===== config.mk =====
export PLATFORM = sky130hd
export DESIGN_NAME = pi_controller_saturating
export DESIGN_NICKNAME = d
export VERILOG_FILES = /design/src/rtl/pic_pkg.sv /design/src/rtl/pi_controller_saturating.sv /design/src/rtl/pic_cfg_regs.sv /design/src/rtl/pic_integ_stage.sv /design/src/rtl/pic_drive_stage.sv
export SDC_FILE = /design/constraint.sdc
export NUM_CORES = 2
export LEC_CHECK = 0
export BUFFER_PORTS_ARGS = -buffer_cell sky130_fd_sc_hd__buf_2
export CAP_MARGIN = 20
export CORE_MARGIN = 3
export CORE_UTILIZATION = 35
export CTS_CLUSTER_DIAMETER = 40
export DETAILED_ROUTE_END_ITERATION = 12
export PLACE_DENSITY_LB_ADDON = 0.3
export SETUP_SLACK_MARGIN = 0.05
export SLEW_MARGIN = 25
export SYNTH_ARGS = -nofsm -noshare
export SYNTH_HDL_FRONTEND = slang
export SYNTH_HIERARCHICAL = 1
export SYNTH_SLANG_ARGS = --single-unit

===== constraint.sdc =====
create_clock -name clk -period 5.85 [get_ports clk]
set_input_delay 0 -clock clk [delete_from_list [all_inputs] [get_ports clk]]
set_output_delay 0 -clock clk [all_outputs]
set_load 0.01 [all_outputs]

===== src/rtl/pic_pkg.sv =====
// pic_pkg: shared types, constants and clip helper for the PI controller.
// Used by every module of pi_controller_saturating; depends on nothing.

package pic_pkg;

    localparam int unsigned SHIFT_BITS = 8;
    localparam int unsigned DATA_W     = 16;
    localparam int unsigned WIDE_W     = 32;
    localparam int unsigned LIMIT_W    = 31;
    localparam int unsigned INDEX_W    = 3;

    typedef enum logic [INDEX_W-1:0] {
        REG_SETPOINT    = 3'd0,
        REG_PROP_GAIN   = 3'd1,
        REG_INTEG_GAIN  = 3'd2,
        REG_MODE_TAG    = 3'd3,
        REG_INTEG_LIMIT = 3'd4,
        REG_CLIP_LOW    = 3'd5,
        REG_CLIP_HIGH   = 3'd6
    } reg_index_t;

    typedef struct packed {
        logic signed [DATA_W-1:0]  setpoint;
        logic signed [DATA_W-1:0]  prop_gain;
        logic signed [DATA_W-1:0]  integ_gain;
        logic signed [WIDE_W-1:0]  mode_tag;
        logic        [LIMIT_W-1:0] integ_limit;
        logic signed [DATA_W-1:0]  clip_low;
        logic signed [DATA_W-1:0]  clip_high;
    } cfg_t;

    // with inverted bounds, inputs below the low bound give the low bound, all others the high bound
    function automatic logic signed [DATA_W-1:0] clip16(
        input logic signed [32:0]       x,
        input logic signed [DATA_W-1:0] lo,
        input logic signed [DATA_W-1:0] hi
    );
        logic signed [32:0] lo_w;
        logic signed [32:0] hi_w;
        logic signed [DATA_W-1:0] res;
        lo_w = 33'(lo);
        hi_w = 33'(hi);
        if (x < lo_w)
            res = lo;
        else if (x > hi_w)
            res = hi;
        else
            res = x[DATA_W-1:0];
        return res;
    endfunction

endpackage


===== src/rtl/pi_controller_saturating.sv =====
// pi_controller_saturating: top level of the PI controller with integrator clamp.
// Depends on pic_pkg, pic_cfg_regs, pic_integ_stage and pic_drive_stage.
//
// Usage:
//   s_axis carries one measured sample per beat (tdata[15:0] = sample, signed).
//   m_axis carries one drive value per sample (tdata[15:0] = drive, signed).
//   Registers are written through wr_en / wr_index / wr_data while the
//   pipeline is empty: 0 setpoint, 1 prop_gain, 2 integ_gain, 3 mode_tag,
//   4 integ_limit, 5 clip_low, 6 clip_high; other indexes are ignored.
// Timing:
//   Five register stages: input, error clip, integrator update, multiply,
//   output. One beat per cycle sustained while m_axis_tready stays high; the
//   integrator add-and-clamp is combinational into its register, so
//   back-to-back samples update it in order.
// Reset:
//   Pipeline empties, integrator and last mode go to zero, bounds go to the
//   full 16-bit range, other registers to zero.
// Stall:
//   Each stage holds while its successor is full and stalled; s_axis_tready
//   drops only once all five stages hold beats.

module pi_controller_saturating (
    input  logic        clk,
    input  logic        rst_n,
    input  logic        s_axis_tvalid,
    output logic        s_axis_tready,
    input  logic [15:0] s_axis_tdata,   // [15:0] sample
    output logic        m_axis_tvalid,
    input  logic        m_axis_tready,
    output logic [15:0] m_axis_tdata,   // [15:0] drive
    input  logic        wr_en,
    input  logic [2:0]  wr_index,
    input  logic [31:0] wr_data
);

    pic_pkg::cfg_t                      cfg;
    logic                               mid_valid;
    logic                               mid_ready;
    logic signed [pic_pkg::DATA_W-1:0]  mid_err;
    logic signed [pic_pkg::WIDE_W-1:0]  mid_integ;
    logic signed [pic_pkg::DATA_W-1:0]  drive;

    pic_cfg_regs u_cfg (
        .clk      (clk),
        .rst_n    (rst_n),
        .wr_en    (wr_en),
        .wr_index (wr_index),
        .wr_data  (wr_data),
        .cfg      (cfg)
    );

    pic_integ_stage u_integ (
        .clk       (clk),
        .rst_n     (rst_n),
        .cfg       (cfg),
        .in_valid  (s_axis_tvalid),
        .in_ready  (s_axis_tready),
        .in_sample ($signed(s_axis_tdata)),
        .out_valid (mid_valid),
        .out_ready (mid_ready),
        .out_err   (mid_err),
        .out_integ (mid_integ)
    );

    pic_drive_stage u_drive (
        .clk       (clk),
        .rst_n     (rst_n),
        .cfg       (cfg),
        .in_valid  (mid_valid),
        .in_ready  (mid_ready),
        .in_err    (mid_err),
        .in_integ  (mid_integ),
        .out_valid (m_axis_tvalid),
        .out_ready (m_axis_tready),
        .out_drive (drive)
    );

    assign m_axis_tdata = drive;

endmodule


===== src/rtl/pic_cfg_regs.sv =====
// pic_cfg_regs: configuration register file, written through a plain write port.
// Depends on pic_pkg.

module pic_cfg_regs (
    input  logic                            clk,
    input  logic                            rst_n,
    input  logic                            wr_en,
    input  logic [pic_pkg::INDEX_W-1:0]     wr_index,
    input  logic [pic_pkg::WIDE_W-1:0]      wr_data,
    output pic_pkg::cfg_t                   cfg
);

    pic_pkg::cfg_t cfg_reg;

    always_ff @(posedge clk or negedge rst_n)
    begin
        if (!rst_n)
        begin
            cfg_reg.setpoint    <= '0;
            cfg_reg.prop_gain   <= '0;
            cfg_reg.integ_gain  <= '0;
            cfg_reg.mode_tag    <= '0;
            cfg_reg.integ_limit <= '0;
            cfg_reg.clip_low    <= 16'sh8000;
            cfg_reg.clip_high   <= 16'sh7FFF;
        end
        else if (wr_en)
        begin
            unique case (pic_pkg::reg_index_t'(wr_index))
                pic_pkg::REG_SETPOINT:    cfg_reg.setpoint    <= wr_data[15:0];
                pic_pkg::REG_PROP_GAIN:   cfg_reg.prop_gain   <= wr_data[15:0];
                pic_pkg::REG_INTEG_GAIN:  cfg_reg.integ_gain  <= wr_data[15:0];
                pic_pkg::REG_MODE_TAG:    cfg_reg.mode_tag    <= wr_data;
                pic_pkg::REG_INTEG_LIMIT: cfg_reg.integ_limit <= wr_data[30:0];
                pic_pkg::REG_CLIP_LOW:    cfg_reg.clip_low    <= wr_data[15:0];
                pic_pkg::REG_CLIP_HIGH:   cfg_reg.clip_high   <= wr_data[15:0];
                default:                  ;
            endcase
        end
    end

    assign cfg = cfg_reg;

endmodule


===== src/rtl/pic_integ_stage.sv =====
// pic_integ_stage: input register, error clip, and the integrator with its clamp.
// Depends on pic_pkg.

module pic_integ_stage (
    input  logic                               clk,
    input  logic                               rst_n,
    input  pic_pkg::cfg_t                      cfg,
    input  logic                               in_valid,
    output logic                               in_ready,
    input  logic signed [pic_pkg::DATA_W-1:0]  in_sample,
    output logic                               out_valid,
    input  logic                               out_ready,
    output logic signed [pic_pkg::DATA_W-1:0]  out_err,
    output logic signed [pic_pkg::WIDE_W-1:0]  out_integ
);

    logic                               a_valid_reg;
    logic signed [pic_pkg::DATA_W-1:0]  a_sample_reg;
    logic                               b_valid_reg;
    logic signed [pic_pkg::DATA_W-1:0]  b_err_reg;
    logic                               c_valid_reg;
    logic signed [pic_pkg::DATA_W-1:0]  c_err_reg;
    logic signed [pic_pkg::WIDE_W-1:0]  c_integ_reg;
    logic signed [pic_pkg::WIDE_W-1:0]  integrator_reg;
    logic signed [pic_pkg::WIDE_W-1:0]  last_mode_reg;

    logic                               c_ready;
    logic                               b_ready;
    logic                               load_a;
    logic                               load_b;
    logic                               load_c;
    logic signed [16:0]                 diff;
    logic signed [pic_pkg::DATA_W-1:0]  err_next;
    logic signed [pic_pkg::WIDE_W-1:0]  prev;
    logic signed [32:0]                 sum;
    logic signed [32:0]                 lim_pos;
    logic signed [32:0]                 lim_neg;
    logic signed [pic_pkg::WIDE_W-1:0]  integ_next;

    assign c_ready  = !c_valid_reg || out_ready;
    assign b_ready  = !b_valid_reg || c_ready;
    assign in_ready = !a_valid_reg || b_ready;
    assign load_a   = in_valid && in_ready;
    assign load_b   = a_valid_reg && b_ready;
    assign load_c   = b_valid_reg && c_ready;

    always_comb
    begin
        diff     = 17'(cfg.setpoint) - 17'(a_sample_reg);
        err_next = pic_pkg::clip16(33'(diff), cfg.clip_low, cfg.clip_high);
    end

    always_comb
    begin
        prev    = (cfg.mode_tag != last_mode_reg) ? '0 : integrator_reg;
        sum     = 33'(b_err_reg) + 33'(prev);
        lim_pos = $signed({2'b00, cfg.integ_limit});
        lim_neg = -lim_pos;
        if (sum < lim_neg)
            integ_next = lim_neg[31:0];
        else if (sum > lim_pos)
            integ_next = lim_pos[31:0];
        else
            integ_next = sum[31:0];
    end

    always_ff @(posedge clk or negedge rst_n)
    begin
        if (!rst_n)
        begin
            a_valid_reg    <= 1'b0;
            b_valid_reg    <= 1'b0;
            c_valid_reg    <= 1'b0;
            integrator_reg <= '0;
            last_mode_reg  <= '0;
        end
        else
        begin
            if (in_ready)
                a_valid_reg <= in_valid;
            if (b_ready)
                b_valid_reg <= a_valid_reg;
            if (c_ready)
                c_valid_reg <= b_valid_reg;
            if (load_c)
            begin
                integrator_reg <= integ_next;
                last_mode_reg  <= cfg.mode_tag;
            end
        end
    end

    always_ff @(posedge clk)
    begin
        if (load_a)
            a_sample_reg <= in_sample;
        if (load_b)
            b_err_reg <= err_next;
        if (load_c)
        begin
            c_err_reg   <= b_err_reg;
            c_integ_reg <= integ_next;
        end
    end

    assign out_valid = c_valid_reg;
    assign out_err   = c_err_reg;
    assign out_integ = c_integ_reg;

endmodule


===== src/rtl/pic_drive_stage.sv =====
// pic_drive_stage: gain multiplies, then sum, shift and clip into the output register.
// Depends on pic_pkg.

module pic_drive_stage (
    input  logic                               clk,
    input  logic                               rst_n,
    input  pic_pkg::cfg_t                      cfg,
    input  logic                               in_valid,
    output logic                               in_ready,
    input  logic signed [pic_pkg::DATA_W-1:0]  in_err,
    input  logic signed [pic_pkg::WIDE_W-1:0]  in_integ,
    output logic                               out_valid,
    input  logic                               out_ready,
    output logic signed [pic_pkg::DATA_W-1:0]  out_drive
);

    logic                               d_valid_reg;
    logic signed [31:0]                 d_pprod_reg;
    logic signed [47:0]                 d_iprod_reg;
    logic                               e_valid_reg;
    logic signed [pic_pkg::DATA_W-1:0]  e_drive_reg;

    logic                               e_ready;
    logic                               load_d;
    logic                               load_e;
    logic signed [31:0]                 pprod_next;
    logic signed [47:0]                 iprod_next;
    logic signed [47:0]                 iprod_sh;
    logic signed [40:0]                 acc;
    logic signed [40:0]                 acc_sh;
    logic signed [pic_pkg::DATA_W-1:0]  drive_next;

    assign e_ready  = !e_valid_reg || out_ready;
    assign in_ready = !d_valid_reg || e_ready;
    assign load_d   = in_valid && in_ready;
    assign load_e   = d_valid_reg && e_ready;

    always_comb
    begin
        pprod_next = 32'(in_err) * 32'(cfg.prop_gain);
        iprod_next = 48'(in_integ) * 48'(cfg.integ_gain);
    end

    always_comb
    begin
        iprod_sh   = d_iprod_reg >>> pic_pkg::SHIFT_BITS;
        acc        = 41'(d_pprod_reg) + 41'(iprod_sh);
        acc_sh     = acc >>> pic_pkg::SHIFT_BITS;
        drive_next = pic_pkg::clip16(acc_sh[32:0], cfg.clip_low, cfg.clip_high);
    end

    always_ff @(posedge clk or negedge rst_n)
    begin
        if (!rst_n)
        begin
            d_valid_reg <= 1'b0;
            e_valid_reg <= 1'b0;
        end
        else
        begin
            if (in_ready)
                d_valid_reg <= in_valid;
            if (e_ready)
                e_valid_reg <= d_valid_reg;
        end
    end

    always_ff @(posedge clk)
    begin
        if (load_d)
        begin
            d_pprod_reg <= pprod_next;
            d_iprod_reg <= iprod_next;
        end
        if (load_e)
            e_drive_reg <= drive_next;
    end

    assign out_valid = e_valid_reg;
    assign out_drive = e_drive_reg;

endmodule


======== After elaboration in Yosys (flattened, before gate mapping) ========
Cells that the tools add are included.
word-level totals
  flip-flop bits (word level) ............. 388
  bits in latches ......................... 0
  bits in writable memories ............... 0
  bits in read-only memories .............. 0
  bits of input ports ..................... 56
  output and inout port bits .............. 18
  memories ................................ 0
operators by class
  add/subtract/negate cells ............... 4
  multiply operators ...................... 2
  divide/modulo/power cells ............... 0
  order comparisons ....................... 6
  eq/ne operators ......................... 7
  shift-type cells ........................ 0
  muxes and demuxes ....................... 7
  bitwise gates (word level) .............. 0
  reduce and logical (&&, ||, !) cells .... 23
operator list
  cell                                                              count
  32-bit two-way mux                                                3
  16-bit two-way mux                                                4
  32-bit by 16-bit multiplier with 48-bit output                    1
  32-bit by 40-bit adder with 41-bit output                         1
  16-bit by 32-bit adder with 33-bit output                         1
  33-bit by 16-bit > comparator with 1-bit output                   1
  33-bit by 32-bit > comparator with 1-bit output                   1
  33-bit by 16-bit < comparator with 1-bit output                   1
  33-bit < comparator                                               1
  31-bit negation with 33-bit output                                1
  16-bit by 16-bit multiplier with 32-bit output                    1
  32-bit != test                                                    1
  17-bit by 16-bit > comparator with 1-bit output                   1
  17-bit by 16-bit < comparator with 1-bit output                   1
  16-bit by 16-bit subtractor with 17-bit output                    1
  2-bit AND reduction                                               7
  3-bit == test (second input constant)                             3
  3-bit by 2-bit == test with 1-bit output (second input constant)  2
  1-bit logical AND                                                 5
  1-bit logical NOT                                                 5
  1-bit logical OR                                                  5
  3-bit by 1-bit == test with 1-bit output (second input constant)  1
  3-bit logical NOT                                                 1

======== Depth between registers and ports, before layout ========
  depth after elaboration ................. 7
  gate-level depth with buffers ........... 27
  gate-level depth less buffers ........... 24

======== Modules after synthesis ========
Netlist, hierarchy kept.
modules (own cells, without submodules)
  module           times used  cells an instance  area each (um^2)  sequential area each (um^2)
  pic_drive_stage  1           3601               33393.3           2692.6
  pic_integ_stage  1           1321               12022.8           4078.9
  pic_cfg_regs     1           310                5469.0            3598.5

======== Worst setup path after synthesis ========
OpenSTA, ideal clock, no wires.
  path kind ............................... reg-to-reg
  start ................................... register u_cfg.cfg_reg, in the netlist u_cfg/cfg[126]
  end ..................................... register u_drive.d_pprod_reg[31], data pin
  setup time .............................. 0.260 ns
  arrival time ............................ 6.043 ns
  data required time ...................... 5.590 ns
  path slack .............................. -0.453 ns
  cell stages (with the launch flop) ...... 22
  buffers on the path ..................... 1
  period minus slack after synthesis ...... 6.303 ns
  cells stage by stage .................... dfrtp_1 inv_1 clkbuf_1 nor2_1 fa_1 fa_1 fa_1 inv_1 fa_1 inv_1 fa_1 fa_1 ha_1 a21oi_1 o21bai_1 a211o_1 a211oi_1 nor2_1 a2111oi_2 o31ai_1 a21oi_1 xnor2_1
between the ends
  cells in the longest elaborated chain, start to end .. 1
RTL lines
  what                                            line                   source
  start: declaration                              pic_cfg_regs.sv:13     pic_pkg::cfg_t cfg_reg;
  16-bit by 16-bit multiplier with 32-bit output  pic_drive_stage.sv:40  pprod_next = 32'(in_err) * 32'(cfg.prop_gain);
  named net u_drive.pprod_next[31]                pic_drive_stage.sv:26  logic signed [31:0] pprod_next;
  end signal: assignment                          pic_drive_stage.sv:72  d_pprod_reg <= pprod_next;
  end: declaration                                pic_drive_stage.sv:18  logic signed [31:0] d_pprod_reg;
The timed path passes the listed nets, and every way through them passes these cells.
A chain may end at the register's enable or synchronous reset.

======== Final worst setup path ========
  start ................................... register u_integ.c_err_reg, in the netlist u_integ/out_err[5]
  end ..................................... register u_drive.d_pprod_reg[31], data pin
between the ends
  cells in the longest elaborated chain, start to end .. 1
RTL lines
  what                                            line                    source
  start: declaration                              pic_integ_stage.sv:22   logic signed [pic_pkg::DATA_W-1:0] c_err_reg;
  start signal: assignment                        pic_integ_stage.sv:101  c_err_reg <= b_err_reg;
  16-bit by 16-bit multiplier with 32-bit output  pic_drive_stage.sv:40
  named net u_drive.pprod_next[31]                pic_drive_stage.sv:26
The timed path passes the listed nets, and every way through them passes these cells.

==> impl_metrics.yaml <==
outcome:
  outcome: "finished, violations left"
  violations: "setup timing"
drt:
  num_vias: 39945
  drt-pass1-iter-count: 5
  finalWirelength_um: 153000
  routedWlPerCell_um: 18.9
  drt_iter0_markers: 2440
  ant_nets: 0
  drc: 0
  viasPerCell: 4.94
finish:
  fillCellCount: 13339
  synthToLayoutAreaGrowth_pct: 31.9
  nNetsFinal: 7362
  final_core_util_pct: 46.6
  drive_gt1_share_pct: 29.0
  largest_register_ffs: 143
clocking:
  clock-sinks: 380
  clock_latency_ns: 0.64
  cts.path.max_buffers: 3
  numCtsBuffers: 77
  clk_pin_slew_ns: 0.05
  cts_tree: "built"
  clockRootBuffer: "clkbuf_16"
  htreeDepth: 3
grt:
  grt_pass1_vias: 41622
  overflow: 0
  track_usage_pct: 20.0
  antenna_found_initial: 19
  grt_max_degree: 151
  grt_first_pass_wirelength_um: 236000
timing:
  relSlewSlack_pct: 33.2
  rsz0062_at_grt: "yes"
  drv_slew: 0
  timing.final.crit_share_pct: 109
  layout_setup_ws_ns: -0.514
  hold_viol: 0
  setup_viol: 92
  fmax_mhz: 157
  max_slew.worst_pin.slew_ns: 1.00
  fin_skew_ns: 0.0328
  period_needed_ns: 6.36
synthesis:
  synth_xor_area_share_pct: 3.48
  synth_most_common_cell: "inv_1"
  syn-instance-count: 5232
  yosysWarnings: 6
  synth_top_cell_area_share_pct: 29.5
  async_flop_share_pct: 55.8
  ys_seq_area_share_pct: 20.4
  synth_ff_type: "dfrtp_1"
  synth_area_per_cell_um2: 9.73
  synthMuxAreaShare_pct: 5.20
  synth_top_area_cell: "fa_1"
  synth-simple-area-share_pct: 13.8
  synthAdderAreaFrac_pct: 40.3
  mappedNetlistNets: 6479
  synth-edff-count: 168
  synth-seq-cells: 380
  synth_common_cells: "inv_1 (1003), fa_1 (749), nand2_1 (630)"
  synth-compound-area-share_pct: 7.83
  synth.distinct_cells: 98
  syn_area_mm2: 0.0509
  synth_top_family_by_area: "adder cells"
  synth.area.top_cells: "fa_1 (29%), ha_1 (11%), edfxtp_1 (9.9%)"
die:
  row_count: 139
  die_width_um: 387
  die-area_mm2: 0.150
  ios: 74
  core-area_mm2: 0.144
  dieHeight_um: 387
  start_util_pct: 35.3
worst_hold_path:
  holdPathStages: 2
  worstHoldPathType: "in2reg"
worst_setup_path:
  startpoint_type: "flop"
  crit_fanout: 5
  cp-end-kind: "flop"
  reg2regPathDepth: 22
  path_class: "reg2reg"
  cp.required_ns: 6.21
  arrival_ns: 6.72
placed_design:
  place_hpwl_um: 120000
  gp_congestion: 0.919
  portBuffers: 73
flow_run:
  maxCapViolations: 0
==> routing by layer <==
layer	wire length, um	vias to the layer above	share of wire, %	GRT usage [%]
li1	-	18473	-	-
met1	67300	20270	44	27.7
met2	72800	998	48	33.1
met3	8770	202	5.7	2.42
met4	3920	2	2.6	5.26
met5	16	-	0.010	0
==> cell usage in the layout, fill, tap and decap left out, types with 72 or more instances in the layout <==
cell       count
inv_1        938
fa_1         708
buf_4        634
nand2_1      589
ha_1         381
and2_1       293
dfrtp_1      185
edfxtp_1     168
buf_6        133
mux2_2       133
a21oi_1      130
nor2_1       125
xnor2_1      116
a21o_1        93
clkbuf_16     86
buf_2         72
==> area by class of cell <==
cell class                      count  area (um^2)  share of cell area [%]
Sequential cell                   380        10400                    15.5
Multi-Input combinational cell   3669        39000                    58.2
Tap cell                         1903         2380                    3.55
Timing Repair Buffer              982         8960                    13.4
Antenna cell                        4         10.0                  0.0149
Clock buffer                       89         2070                    3.09
Clock inverter                     51          489                   0.729
Inverter                         1005         3780                    5.63
==> critical path, stage by stage, from the launching register on <==
cell       delay, ns
edfxtp_1        0.37
buf_6           0.14
buf_6           0.12
buf_6           0.12
buf_4           0.13
and2_4          0.15
fa_1            0.53
fa_2            0.45
fa_2            0.57
fa_2            0.43
fa_1            0.49
inv_1           0.05
fa_1            0.53
inv_2           0.06
ha_4            0.26
a211o_1         0.35
a211oi_4        0.37
nor2_4          0.08
a2111oi_4       0.32
buf_6           0.19
o31ai_4         0.07
a21oi_2         0.19
xnor2_2         0.10
==> logic make-up after synthesis <==
logic type | count (synthesis)
AO/OA/AOI/OAI | 608
XOR/XNOR | 202
adder cells (fa/ha/maj) | 1191
buffers and inverters | 1183
flip-flops | 380
multiplexers | 242
AND/OR/NAND/NOR | 1426
==> per-stage QoR <==
stage	cell area (um^2)	instances	setup WS, ns	TNS, ns	hold slack [ns]
CTS	64900	8008	-0.539	-23.40	0.0383
floorplan	51500	5232	-0.00299	-0.00299	-0.296
global route	67100	8079	-0.718	-44.94	0.0644
global placement	59100	7724	-0.888	-39.34	-0.0179
detailed placement	59100	7725	-0.920	-42.75	-0.0119
finish	67100	8083	-0.514	-18.59	0.0717
==> final timing paths <==
kind,to,start,slack (ns)
max in group asynchronous,u_cfg/cfg[115],rst_n,4.38
hold reg to reg,u_integ/b_valid_reg,u_integ/a_valid_reg,0.47
setup / recovery,u_drive/d_pprod_reg[31],u_integ/out_err[5],-0.51
hold / removal,u_integ/a_sample_reg[5],s_axis_tdata[5],0.07
setup reg to reg,u_drive/d_pprod_reg[31],u_integ/out_err[5],-0.51
min in group asynchronous,u_cfg/cfg[7],rst_n,0.51
==> repair_timing <==
action | 4_1_cts | 5_1_grt
setup buffers | 110 | 88
hold buffers | 54 | 0
pin swaps | 236 | 261
gates resized for setup | 419 | 370
gates cloned | 4 | 7
endpoints found under the setup margin | 105 | 121
hold endpoints to repair | 277 | 0
Power is not shown: default switching activity piles up to over one toggle a cycle in this logic, so the estimate is an artifact.
